--- config.mk ---
export PLATFORM = sky130hd
export DESIGN_NAME = ascii_rtcm_frame_detector
export DESIGN_NICKNAME = d
export VERILOG_FILES = /design/src/hdl/ardet_pkg.sv /design/src/hdl/ardet_crc24q.sv /design/src/hdl/ascii_rtcm_frame_detector.sv
export VERILOG_INCLUDE_DIRS = /design/src /design/src/hdl
export SDC_FILE = /design/constraint.sdc
export NUM_CORES = 1
export LEC_CHECK = 0
export BUFFER_PORTS_ARGS = -buffer_cell sky130_fd_sc_hd__buf_2
export CAP_MARGIN = 25
export CORE_UTILIZATION = 40
export DETAILED_ROUTE_END_ITERATION = 8
export PLACE_DENSITY = 0.64
export SLEW_MARGIN = 10
export SYNTH_ARGS = -nofsm -noshare
export SYNTH_HDL_FRONTEND = slang
export SYNTH_SLANG_ARGS = --single-unit
--- constraint.sdc ---
create_clock -name clk -period 10.68 [get_ports clk]
set_input_delay 0.534 -clock clk [delete_from_list [all_inputs] [get_ports clk]]
set_output_delay 0.534 -clock clk [all_outputs]
set_load 0.005 [all_outputs]
--- src/hdl/ascii_rtcm_frame_detector_macros.svh ---
// Assertion macros shared by the frame detector RTL.
`ifndef ASCII_RTCM_FRAME_DETECTOR_MACROS_SVH
`define ASCII_RTCM_FRAME_DETECTOR_MACROS_SVH

// Same-cycle implication, checked outside reset.
`define ARDET_ASSERT_IMP(lbl, clk, rst, ante, cons, msg) \
  lbl: assert property (@(posedge clk) disable iff (rst) (ante) |-> (cons)) else $error(msg);

// Next-cycle implication, checked outside reset.
`define ARDET_ASSERT_NEXT(lbl, clk, rst, ante, cons, msg) \
  lbl: assert property (@(posedge clk) disable iff (rst) (ante) |=> (cons)) else $error(msg);

`endif

--- src/hdl/ardet_pkg.sv ---
// Package: constants and types of the ASCII / RTCM3 frame detector.
`default_nettype none
package ardet_pkg;

  typedef enum logic [1:0] {
    FRAME_NONE  = 2'd0,
    FRAME_ASCII = 2'd1,
    FRAME_RTCM  = 2'd2
  } frame_status_t;

  // CRC unit control for one byte transfer
  typedef struct packed {
    logic advance;  // a byte moves through this cycle
    logic restart;  // byte opens a frame: start from zero
    logic update;   // fold the byte into the CRC
    logic clear;    // frame ends or is rejected: zero the CRC
  } crc_ctrl_t;

  localparam logic [23:0] CRC24Q_POLY   = 24'h864CFB;
  localparam logic [7:0]  RTCM_PREAMBLE = 8'hD3;
  localparam logic [7:0]  CHAR_HASH     = 8'h23;
  localparam logic [7:0]  CHAR_A        = 8'h41;
  localparam logic [7:0]  CHAR_P        = 8'h50;
  localparam logic [7:0]  CHAR_STAR     = 8'h2A;
  localparam logic [7:0]  CHAR_COMMA    = 8'h2C;
  localparam logic [7:0]  CHAR_CR       = 8'h0D;
  localparam logic [7:0]  CHAR_LF       = 8'h0A;
  localparam logic [11:0] MSG_TYPE_SUB  = 12'd4058;
  localparam int          CRC_BYTES     = 3;

endpackage
`default_nettype wire

--- src/hdl/ardet_crc24q.sv ---
// CRC-24Q register with a one-byte-per-cycle MSB-first update, taken while ctrl.advance is high.
`default_nettype none
module ardet_crc24q (
  input  wire logic                 clk,
  input  wire logic                 rst,
  input  wire ardet_pkg::crc_ctrl_t ctrl,
  input  wire logic [7:0]           data,
  output logic [23:0]               crc
);

  logic [23:0] base;
  logic [23:0] crc_next;

  function automatic logic [23:0] crc_byte(input logic [23:0] c, input logic [7:0] d);
    logic [23:0] r;
    r = c ^ {d, 16'h0000};
    for (int k = 0; k < 8; k++) begin
      r = {r[22:0], 1'b0} ^ (r[23] ? ardet_pkg::CRC24Q_POLY : 24'h000000);
    end
    return r;
  endfunction

  always_comb begin
    base = ctrl.restart ? 24'h000000 : crc;
    if (ctrl.clear) begin
      crc_next = 24'h000000;
    end else if (ctrl.update) begin
      crc_next = crc_byte(base, data);
    end else begin
      crc_next = base;
    end
  end

  always_ff @(posedge clk) begin
    if (rst) begin
      crc <= 24'h000000;
    end else if (ctrl.advance) begin
      crc <= crc_next;
    end
  end

endmodule
`default_nettype wire

--- src/hdl/ascii_rtcm_frame_detector.sv ---
// Top level: byte-serial detector for '#AP' ASCII sentences and RTCM3 frames.
//
//  channel | direction | handshake            | payload
//  --------+-----------+----------------------+------------------------------------------
//  input   | in        | in_valid / in_ready  | rx_byte
//  result  | out       | out_valid / out_ready| frame_status, byte_stored, byte_position,
//          |           |                      | is_separator, separator_count, frame_length,
//          |           |                      | crc_error, message_type, message_subtype
//
// One byte per cycle sustained while out_ready stays high. A byte is held in the input
// register, then the frame checks, separator count and CRC-24Q byte update run in one
// pass into the result register, which raises out_valid.
// Reset (rst, synchronous) empties both registers and clears all frame state.
// A stalled result holds the pipe; the input register takes a byte while it is empty or
// hands its byte on in the same cycle, so in_ready drops only with both registers full.
`default_nettype none
module ascii_rtcm_frame_detector #(
  parameter int BUFFER_BYTES   = 2048,
  parameter int MAX_SEPARATORS = 64
) (
  input  wire logic        clk,
  input  wire logic        rst,
  input  wire logic        in_valid,
  output logic             in_ready,
  input  wire logic [7:0]  rx_byte,
  output logic             out_valid,
  input  wire logic        out_ready,
  output logic [1:0]       frame_status,
  output logic             byte_stored,
  output logic [10:0]      byte_position,
  output logic             is_separator,
  output logic [6:0]       separator_count,
  output logic [11:0]      frame_length,
  output logic             crc_error,
  output logic [11:0]      message_type,
  output logic [3:0]       message_subtype
);

  localparam int CW = $clog2(BUFFER_BYTES + 1);   // byte counter width
  localparam int SW = $clog2(MAX_SEPARATORS + 1); // separator counter width

  // input register
  logic       s0_valid;
  logic [7:0] s0_byte;
  logic       adv;

  // frame state
  logic [CW-1:0] byte_count;
  logic [7:0]    first_b0;
  logic [7:0]    first_b1;
  logic [23:0]   recent_bytes;
  logic [10:0]   payload_length;   // header + payload size n
  logic [SW-1:0] sep_counter;
  logic [15:0]   type_word;
  logic [23:0]   parity_word;
  logic [23:0]   running_crc;

  logic [CW-1:0] byte_count_next;
  logic [7:0]    first_b0_next;
  logic [7:0]    first_b1_next;
  logic [23:0]   recent_bytes_next;
  logic [10:0]   payload_length_next;
  logic [SW-1:0] sep_counter_next;
  logic [15:0]   type_word_next;
  logic [23:0]   parity_word_next;

  // per-byte decode
  logic          limit_hit;
  logic [CW-1:0] pos;
  logic [CW-1:0] pos_inc;
  logic [12:0]   pos_w;
  logic [12:0]   len_w;
  logic          is_rtcm;
  logic          reject;
  logic          in_header;
  logic          sep_hit;
  logic          rtcm_in_crc;
  logic          frame_done;

  ardet_pkg::crc_ctrl_t     crc_ctrl;
  ardet_pkg::frame_status_t res_status;
  logic                     res_sep;
  logic                     res_err;
  logic [11:0]              res_type;
  logic [3:0]               res_sub;

  assign adv      = s0_valid && (!out_valid || out_ready);
  assign in_ready = !s0_valid || adv;

  always_ff @(posedge clk) begin
    if (rst) begin
      s0_valid <= 1'b0;
    end else if (in_ready) begin
      s0_valid <= in_valid;
    end
  end

  always_ff @(posedge clk) begin
    if (in_valid && in_ready) begin
      s0_byte <= rx_byte;
    end
  end

  // A full buffer drops the frame; the byte is then looked at as a start byte.
  assign limit_hit = byte_count >= CW'(BUFFER_BYTES);
  assign pos       = limit_hit ? '0 : byte_count;
  assign pos_inc   = pos + CW'(1);
  assign pos_w     = 13'(pos);
  assign len_w     = 13'(payload_length);
  assign is_rtcm   = first_b0 == ardet_pkg::RTCM_PREAMBLE;
  assign in_header = pos < CW'(ardet_pkg::CRC_BYTES);

  // start pattern: '#','A','P' or 0xD3 followed by any two bytes
  always_comb begin
    reject = 1'b0;
    if (pos == '0) begin
      reject = (s0_byte != ardet_pkg::CHAR_HASH) && (s0_byte != ardet_pkg::RTCM_PREAMBLE);
    end else if (pos == CW'(1)) begin
      reject = !((s0_byte == ardet_pkg::CHAR_A && first_b0 == ardet_pkg::CHAR_HASH)
                 || is_rtcm);
    end else if (pos == CW'(2)) begin
      reject = !((s0_byte == ardet_pkg::CHAR_P && first_b1 == ardet_pkg::CHAR_A
                  && first_b0 == ardet_pkg::CHAR_HASH) || is_rtcm);
    end
  end

  always_comb begin
    // values the frame carries in; a fresh frame starts from zero
    first_b0_next       = (pos == '0) ? s0_byte : first_b0;
    first_b1_next       = (pos == '0) ? 8'h00 : ((pos == CW'(1)) ? s0_byte : first_b1);
    recent_bytes_next   = (pos == '0) ? {16'h0000, s0_byte}
                                      : {recent_bytes[15:0], s0_byte};
    payload_length_next = (pos == '0) ? 11'd0 : payload_length;
    sep_counter_next    = (pos == '0) ? '0 : sep_counter;
    type_word_next      = (pos == '0) ? 16'h0000 : type_word;
    parity_word_next    = (pos == '0) ? 24'h000000 : parity_word;
    byte_count_next     = pos_inc;

    sep_hit     = 1'b0;
    rtcm_in_crc = 1'b0;
    frame_done  = 1'b0;
    res_status  = ardet_pkg::FRAME_NONE;
    res_sep     = 1'b0;
    res_err     = 1'b0;
    res_type    = 12'h000;
    res_sub     = 4'h0;

    if (in_header) begin
      if (pos == CW'(2) && is_rtcm) begin
        payload_length_next = {1'b0, first_b1[1:0], s0_byte} + 11'd3;
      end
    end else if (!is_rtcm) begin
      // ASCII body: a comma is a separator; CR/LF with '*' three bytes back is one too and ends the sentence
      if (s0_byte == ardet_pkg::CHAR_COMMA) begin
        sep_hit = 1'b1;
      end
      if ((s0_byte == ardet_pkg::CHAR_CR || s0_byte == ardet_pkg::CHAR_LF)
          && recent_bytes[23:16] == ardet_pkg::CHAR_STAR) begin
        sep_hit    = 1'b1;
        frame_done = 1'b1;
        res_status = ardet_pkg::FRAME_ASCII;
      end
      res_sep = sep_hit;
      if (sep_hit && sep_counter < SW'(MAX_SEPARATORS)) begin
        sep_counter_next = sep_counter + SW'(1);
      end
    end else begin
      // RTCM body: type word from bytes 3..4, CRC up to n, parity after
      if (pos == CW'(3) || pos == CW'(4)) begin
        type_word_next = {type_word[7:0], s0_byte};
      end
      if (pos_w < len_w) begin
        rtcm_in_crc = 1'b1;
      end else begin
        parity_word_next = {parity_word[15:0], s0_byte};
      end
      if (pos_w >= len_w + 13'd2) begin
        frame_done = 1'b1;
        res_status = ardet_pkg::FRAME_RTCM;
        res_err    = running_crc != parity_word_next;
        res_type   = type_word_next[15:4];
        if (!res_err && res_type == ardet_pkg::MSG_TYPE_SUB) begin
          res_sub = type_word_next[3:0];
        end
      end
    end
  end

  assign crc_ctrl.advance = adv;
  assign crc_ctrl.restart = pos == '0;
  assign crc_ctrl.update  = in_header || rtcm_in_crc;
  assign crc_ctrl.clear   = reject || frame_done;

  ardet_crc24q u_crc (
    .clk  (clk),
    .rst  (rst),
    .ctrl (crc_ctrl),
    .data (s0_byte),
    .crc  (running_crc)
  );

  // frame state: cleared on reject and after a completed frame
  always_ff @(posedge clk) begin
    if (rst) begin
      byte_count     <= '0;
      first_b0       <= 8'h00;
      first_b1       <= 8'h00;
      recent_bytes   <= 24'h000000;
      payload_length <= 11'd0;
      sep_counter    <= '0;
      type_word      <= 16'h0000;
      parity_word    <= 24'h000000;
    end else if (adv) begin
      if (reject || frame_done) begin
        byte_count     <= '0;
        first_b0       <= 8'h00;
        first_b1       <= 8'h00;
        recent_bytes   <= 24'h000000;
        payload_length <= 11'd0;
        sep_counter    <= '0;
        type_word      <= 16'h0000;
        parity_word    <= 24'h000000;
      end else begin
        byte_count     <= byte_count_next;
        first_b0       <= first_b0_next;
        first_b1       <= first_b1_next;
        recent_bytes   <= recent_bytes_next;
        payload_length <= payload_length_next;
        sep_counter    <= sep_counter_next;
        type_word      <= type_word_next;
        parity_word    <= parity_word_next;
      end
    end
  end

  // result register
  always_ff @(posedge clk) begin
    if (rst) begin
      out_valid <= 1'b0;
    end else if (adv) begin
      out_valid <= 1'b1;
    end else if (out_ready) begin
      out_valid <= 1'b0;
    end
  end

  always_ff @(posedge clk) begin
    if (adv) begin
      if (reject) begin
        // rejected byte: all-zero result
        frame_status    <= ardet_pkg::FRAME_NONE;
        byte_stored     <= 1'b0;
        byte_position   <= 11'd0;
        is_separator    <= 1'b0;
        separator_count <= 7'd0;
        frame_length    <= 12'd0;
        crc_error       <= 1'b0;
        message_type    <= 12'h000;
        message_subtype <= 4'h0;
      end else begin
        frame_status    <= res_status;
        byte_stored     <= 1'b1;
        byte_position   <= 11'(pos);
        is_separator    <= res_sep;
        separator_count <= 7'(sep_counter_next);
        frame_length    <= 12'(pos_inc);
        crc_error       <= res_err;
        message_type    <= res_type;
        message_subtype <= res_sub;
      end
    end
  end

`include "ascii_rtcm_frame_detector_macros.svh"

  `ARDET_ASSERT_IMP(a_done_is_stored, clk, rst, out_valid && frame_status != ardet_pkg::FRAME_NONE, byte_stored, "completed frame on a byte not stored")
  `ARDET_ASSERT_IMP(a_reject_zero, clk, rst, out_valid && !byte_stored, frame_length == 12'd0 && separator_count == 7'd0 && !is_separator, "rejected byte with nonzero result")
  `ARDET_ASSERT_IMP(a_rtcm_fields, clk, rst, out_valid && frame_status != ardet_pkg::FRAME_RTCM, !crc_error && message_type == 12'h000 && message_subtype == 4'h0, "RTCM fields set outside RTCM completion")
  `ARDET_ASSERT_NEXT(a_clear_after_frame, clk, rst, adv && (frame_done || reject), byte_count == '0 && running_crc == 24'h000000, "frame state not cleared")

endmodule
`default_nettype wire

==> run summary <==
==========================================================================================
Count of buffers from port buffering ........................................           64
Clock edge transition at the registers on the reported setup and hold paths .        80 ps
Final number of hold-violating endpoints ....................................            0
Sequential standard cell area ............................................... 0.00449 sq mm
CTS buffer count ............................................................           17
Io pins .....................................................................           65
Vias in the first global route ..............................................         7972
Class of the most critical setup path ....................................... flip-flop to flip-flop
Core Rows ...................................................................           58
Area of the core region ..................................................... 0.0255 sq mm
Power Dens Cells ............................................................  135 mW/mm^2
Number of antenna violations at the first check in global routing ...........            0
Tightest Pin Transition .....................................................      1010 ps
Global-route congestion overflow total ......................................            0
Length in cells of the worst reg-to-reg path ................................           13
Fraction of synthesized cell area taken by the top area cell type ...........        25.9%
Setup ws final ..............................................................      5810 ps
Via density .................................................................         5.82
Top post-synthesis cells by count ........................................... 136 x sky130_fd_sc_hd__dfxtp_1, 122 x sky130_fd_sc_hd__nor2_1, 74 x sky130_fd_sc_hd__nand2_1
Post-CTS resize count .......................................................            0
Weighted congestion at the end of routability-driven global placement .......        0.945
Most common cell in the netlist ............................................. sky130_fd_sc_hd__dfxtp_1
Die Y .......................................................................  164 microns
Cell variety after synth ....................................................           78
Tightest slew margin relative to the limit ..................................        32.7%
Relative area change from synthesis to final layout .........................        10.9%
Setup Viol. Count Final .....................................................            0
Clock Sinks .................................................................          195
Portion of the clock cycle consumed by the worst path in the final layout ...        45.6%
Data arrival at the endpoint of the critical path ...........................      5090 ps
Required time at the worst-slack endpoint ...................................     10900 ps
Ys async rst share ..........................................................           0%
Sequential-to-total area share from yosys stat ..............................        42.7%
Worst min-delay path category ............................................... primary input to flip-flop
Standby leakage power .......................................................   0.00408 uW
Gate Count Post-Synth .......................................................         1142
CP Capture Type .............................................................    flip-flop
Post-placement worst setup slack ............................................      5920 ps
Total wire length ........................................................... 29200 microns
Number of enable flip-flop cells after synthesis ............................           59
Peak VDD IR .................................................................    0.0910 mV
Area taken by multi-input logic gates ....................................... 0.00552 sq mm
Highest clock rate ..........................................................      206 MHz
Flop and latch count out of synthesis .......................................          195
Largest fanout of any net on the critical path ..............................           24
Setup TNS ...................................................................         0 ps
Startpoint type of the worst setup path .....................................    flip-flop
Hold depth ..................................................................            1
Number of violations reported at the end of detailed-routing iteration 0 ....          892
Area of the die ............................................................. 0.0269 sq mm
Hold buffer count at CTS ....................................................            0
Fill count ..................................................................         2419
Insertion delay to the later sink of the worst-skew pair ....................       450 ps
Wirelength per Cell ......................................................... 19.4 microns
DR vias .....................................................................         8758
Clock period minus final worst setup slack ..................................      4870 ps
Netlist area before placement ............................................... 0.0105 sq mm
Status ......................................................................    completed
TritonCTS clock tree ........................................................          yes
Number of synthesis warnings ................................................            0
Maximum clock insertion buffer count ........................................            2
Count of buffers added by post-CTS timing repair for setup ..................            0
Commonest register cell after synthesis ..................................... sky130_fd_sc_hd__dfxtp_1
DRC .........................................................................            0
Total number of H-tree levels ...............................................            4
CTS root buf ................................................................ sky130_fd_sc_hd__clkbuf_16
Largest clock skew in the final design ......................................      15.5 ps
Total iterations of the first detailed-routing run ..........................            5
Number of maximum-capacitance violations ....................................            0
Total GRT Usage .............................................................        22.1%
First-pass GRT wire length .................................................. 45500 microns
Final-layout worst hold slack ...............................................       261 ps
Post-synth top area cell .................................................... sky130_fd_sc_hd__dfxtp_1
Post-synthesis area per instance ............................................   9.21 sq um
Final HPWL DP ............................................................... 19100 microns
Setup repair after global routing missed its margin .........................        false
Pins over their slew limit ..................................................            0
Total Nets Final ............................................................         1205
Starting utilization of the core area .......................................        41.3%
Diodes inserted .............................................................            0
Die Span X ..................................................................  164 microns
Area contributors post-synth ................................................ sky130_fd_sc_hd__dfxtp_1 26%, sky130_fd_sc_hd__edfxtp_1 17%, sky130_fd_sc_hd__xnor2_1 5.8%, sky130_fd_sc_hd__nor2_1 4.4%, sky130_fd_sc_hd__ha_1 3.7%
Antenna Nets Post-Route .....................................................            0
Fraction of layout cells with a size suffix above 1 .........................        12.9%
Pin count of the biggest net entering global routing ........................           68
Synthesized netlist net count ...............................................         1185
==========================================================================================
-- path summary, 6_finish.rpt --
| kind | startpoint | to | slack, ps |
|---|---|---|---|
| worst max-delay path | byte_count[11] | message_subtype[3] | 5810 |
| worst min-delay path | rx_byte[0] | s0_byte[0] | 260 |
| worst max register to register | byte_count[11] | message_subtype[3] | 5810 |
| worst min register to register | recent_bytes[18] | recent_bytes[18] | 450 |
-- layer usage --
metal	GRT usage, %	wire length [microns]
met5	0	0
met4	7.28	654
met3	3.89	2360
met2	33.2	12900
met1	31.7	13300
-- worst max-delay path, stage by stage (launching register included) --
cell	delay (ps)
sky130_fd_sc_hd__dfxtp_1	840
sky130_fd_sc_hd__inv_1	200
sky130_fd_sc_hd__nand2_1	170
sky130_fd_sc_hd__inv_1	120
sky130_fd_sc_hd__ha_1	300
sky130_fd_sc_hd__nor2b_1	140
sky130_fd_sc_hd__nor3_1	60
sky130_fd_sc_hd__o31a_1	330
sky130_fd_sc_hd__o21ai_1	630
sky130_fd_sc_hd__nand2_1	370
sky130_fd_sc_hd__or4_1	590
sky130_fd_sc_hd__a211oi_1	210
sky130_fd_sc_hd__nand4_1	240
sky130_fd_sc_hd__nor4b_1	430
-- where the power goes --
part | switching [uW] | leakage, uW | internal (uW)
logic | 90.2 | 0.00216 | 52.7
clock network | 322 | 0.000294 | 334
registers | 3.48 | 0.00162 | 773
-- layout make-up --
| class | count | share of cell area (%) |
|---|---|---|
| clock buffer | 17 | 3.65 |
| sequential | 195 | 38.5 |
| inverter | 43 | 1.38 |
| timing repair buffer | 83 | 4.13 |
| clock inverter | 15 | 1.44 |
| tap | 330 | 3.54 |
| multi-input combinational | 822 | 47.3 |
-- metrics by stage --
stage	cell area, sq um	total power [uW]	utilization (%)	std cells
2_1_floorplan	10500	894	-	1142
3_3_place_gp	11000	933	43.3	1471
3_5_place_dp	11000	934	43.3	1471
4_1_cts	11600	1590	45.7	1503
5_1_grt	11700	1620	45.8	1505
6_report	11700	1570	45.8	1505
-- logic make-up after synthesis --
family                     share of synthesized area, %
buffers and inverters                              4.91
and+or+nand+nor                                    19.3
xor gates and xnor gates                           9.63
DFF                                                42.7
AOI/OAI and AO/OA                                  19.3
muxes                                             0.393
adders and majority gates                          3.69
other                                            0.0357
-- layout by cell type (no fill, tap or decap), types with 6 or more instances in the layout --
cell / n
sky130_fd_sc_hd__a211oi_1: 6
sky130_fd_sc_hd__a21o_1: 8
sky130_fd_sc_hd__a21oi_1: 66
sky130_fd_sc_hd__a22o_1: 39
sky130_fd_sc_hd__a22oi_1: 47
sky130_fd_sc_hd__a22oi_2: 9
sky130_fd_sc_hd__a31oi_1: 9
sky130_fd_sc_hd__and2_1: 9
sky130_fd_sc_hd__and3_1: 25
sky130_fd_sc_hd__buf_2: 63
sky130_fd_sc_hd__buf_4: 18
sky130_fd_sc_hd__clkbuf_16: 17
sky130_fd_sc_hd__dfxtp_1: 136
sky130_fd_sc_hd__edfxtp_1: 59
sky130_fd_sc_hd__ha_1: 31
sky130_fd_sc_hd__inv_1: 41
sky130_fd_sc_hd__nand2_1: 74
sky130_fd_sc_hd__nand3_1: 59
sky130_fd_sc_hd__nand4_1: 12
sky130_fd_sc_hd__nand4b_1: 6
sky130_fd_sc_hd__nor2_1: 122
sky130_fd_sc_hd__nor2b_1: 20
sky130_fd_sc_hd__nor3_1: 12
sky130_fd_sc_hd__nor4b_1: 6
sky130_fd_sc_hd__o211ai_1: 9
sky130_fd_sc_hd__o21ai_0: 27
sky130_fd_sc_hd__o2bb2ai_1: 9
sky130_fd_sc_hd__o31ai_1: 9
sky130_fd_sc_hd__or3_1: 7
sky130_fd_sc_hd__xnor2_1: 70
sky130_fd_sc_hd__xor2_1: 34
-- flip-flops by register name (all words and copies together), names as in the netlist, 2 cells and up --
name,cells
payload_length,11
u_crc.crc,24
message_subtype,4
separator_count,7
byte_count,12
recent_bytes,24
message_type,12
first_b0,8
s0_byte,8
type_word,16
first_b1,8
byte_position,11
sep_counter,7
frame_status,2
frame_length,12
parity_word,24
Note: power is estimated with default switching activity, not from simulation.
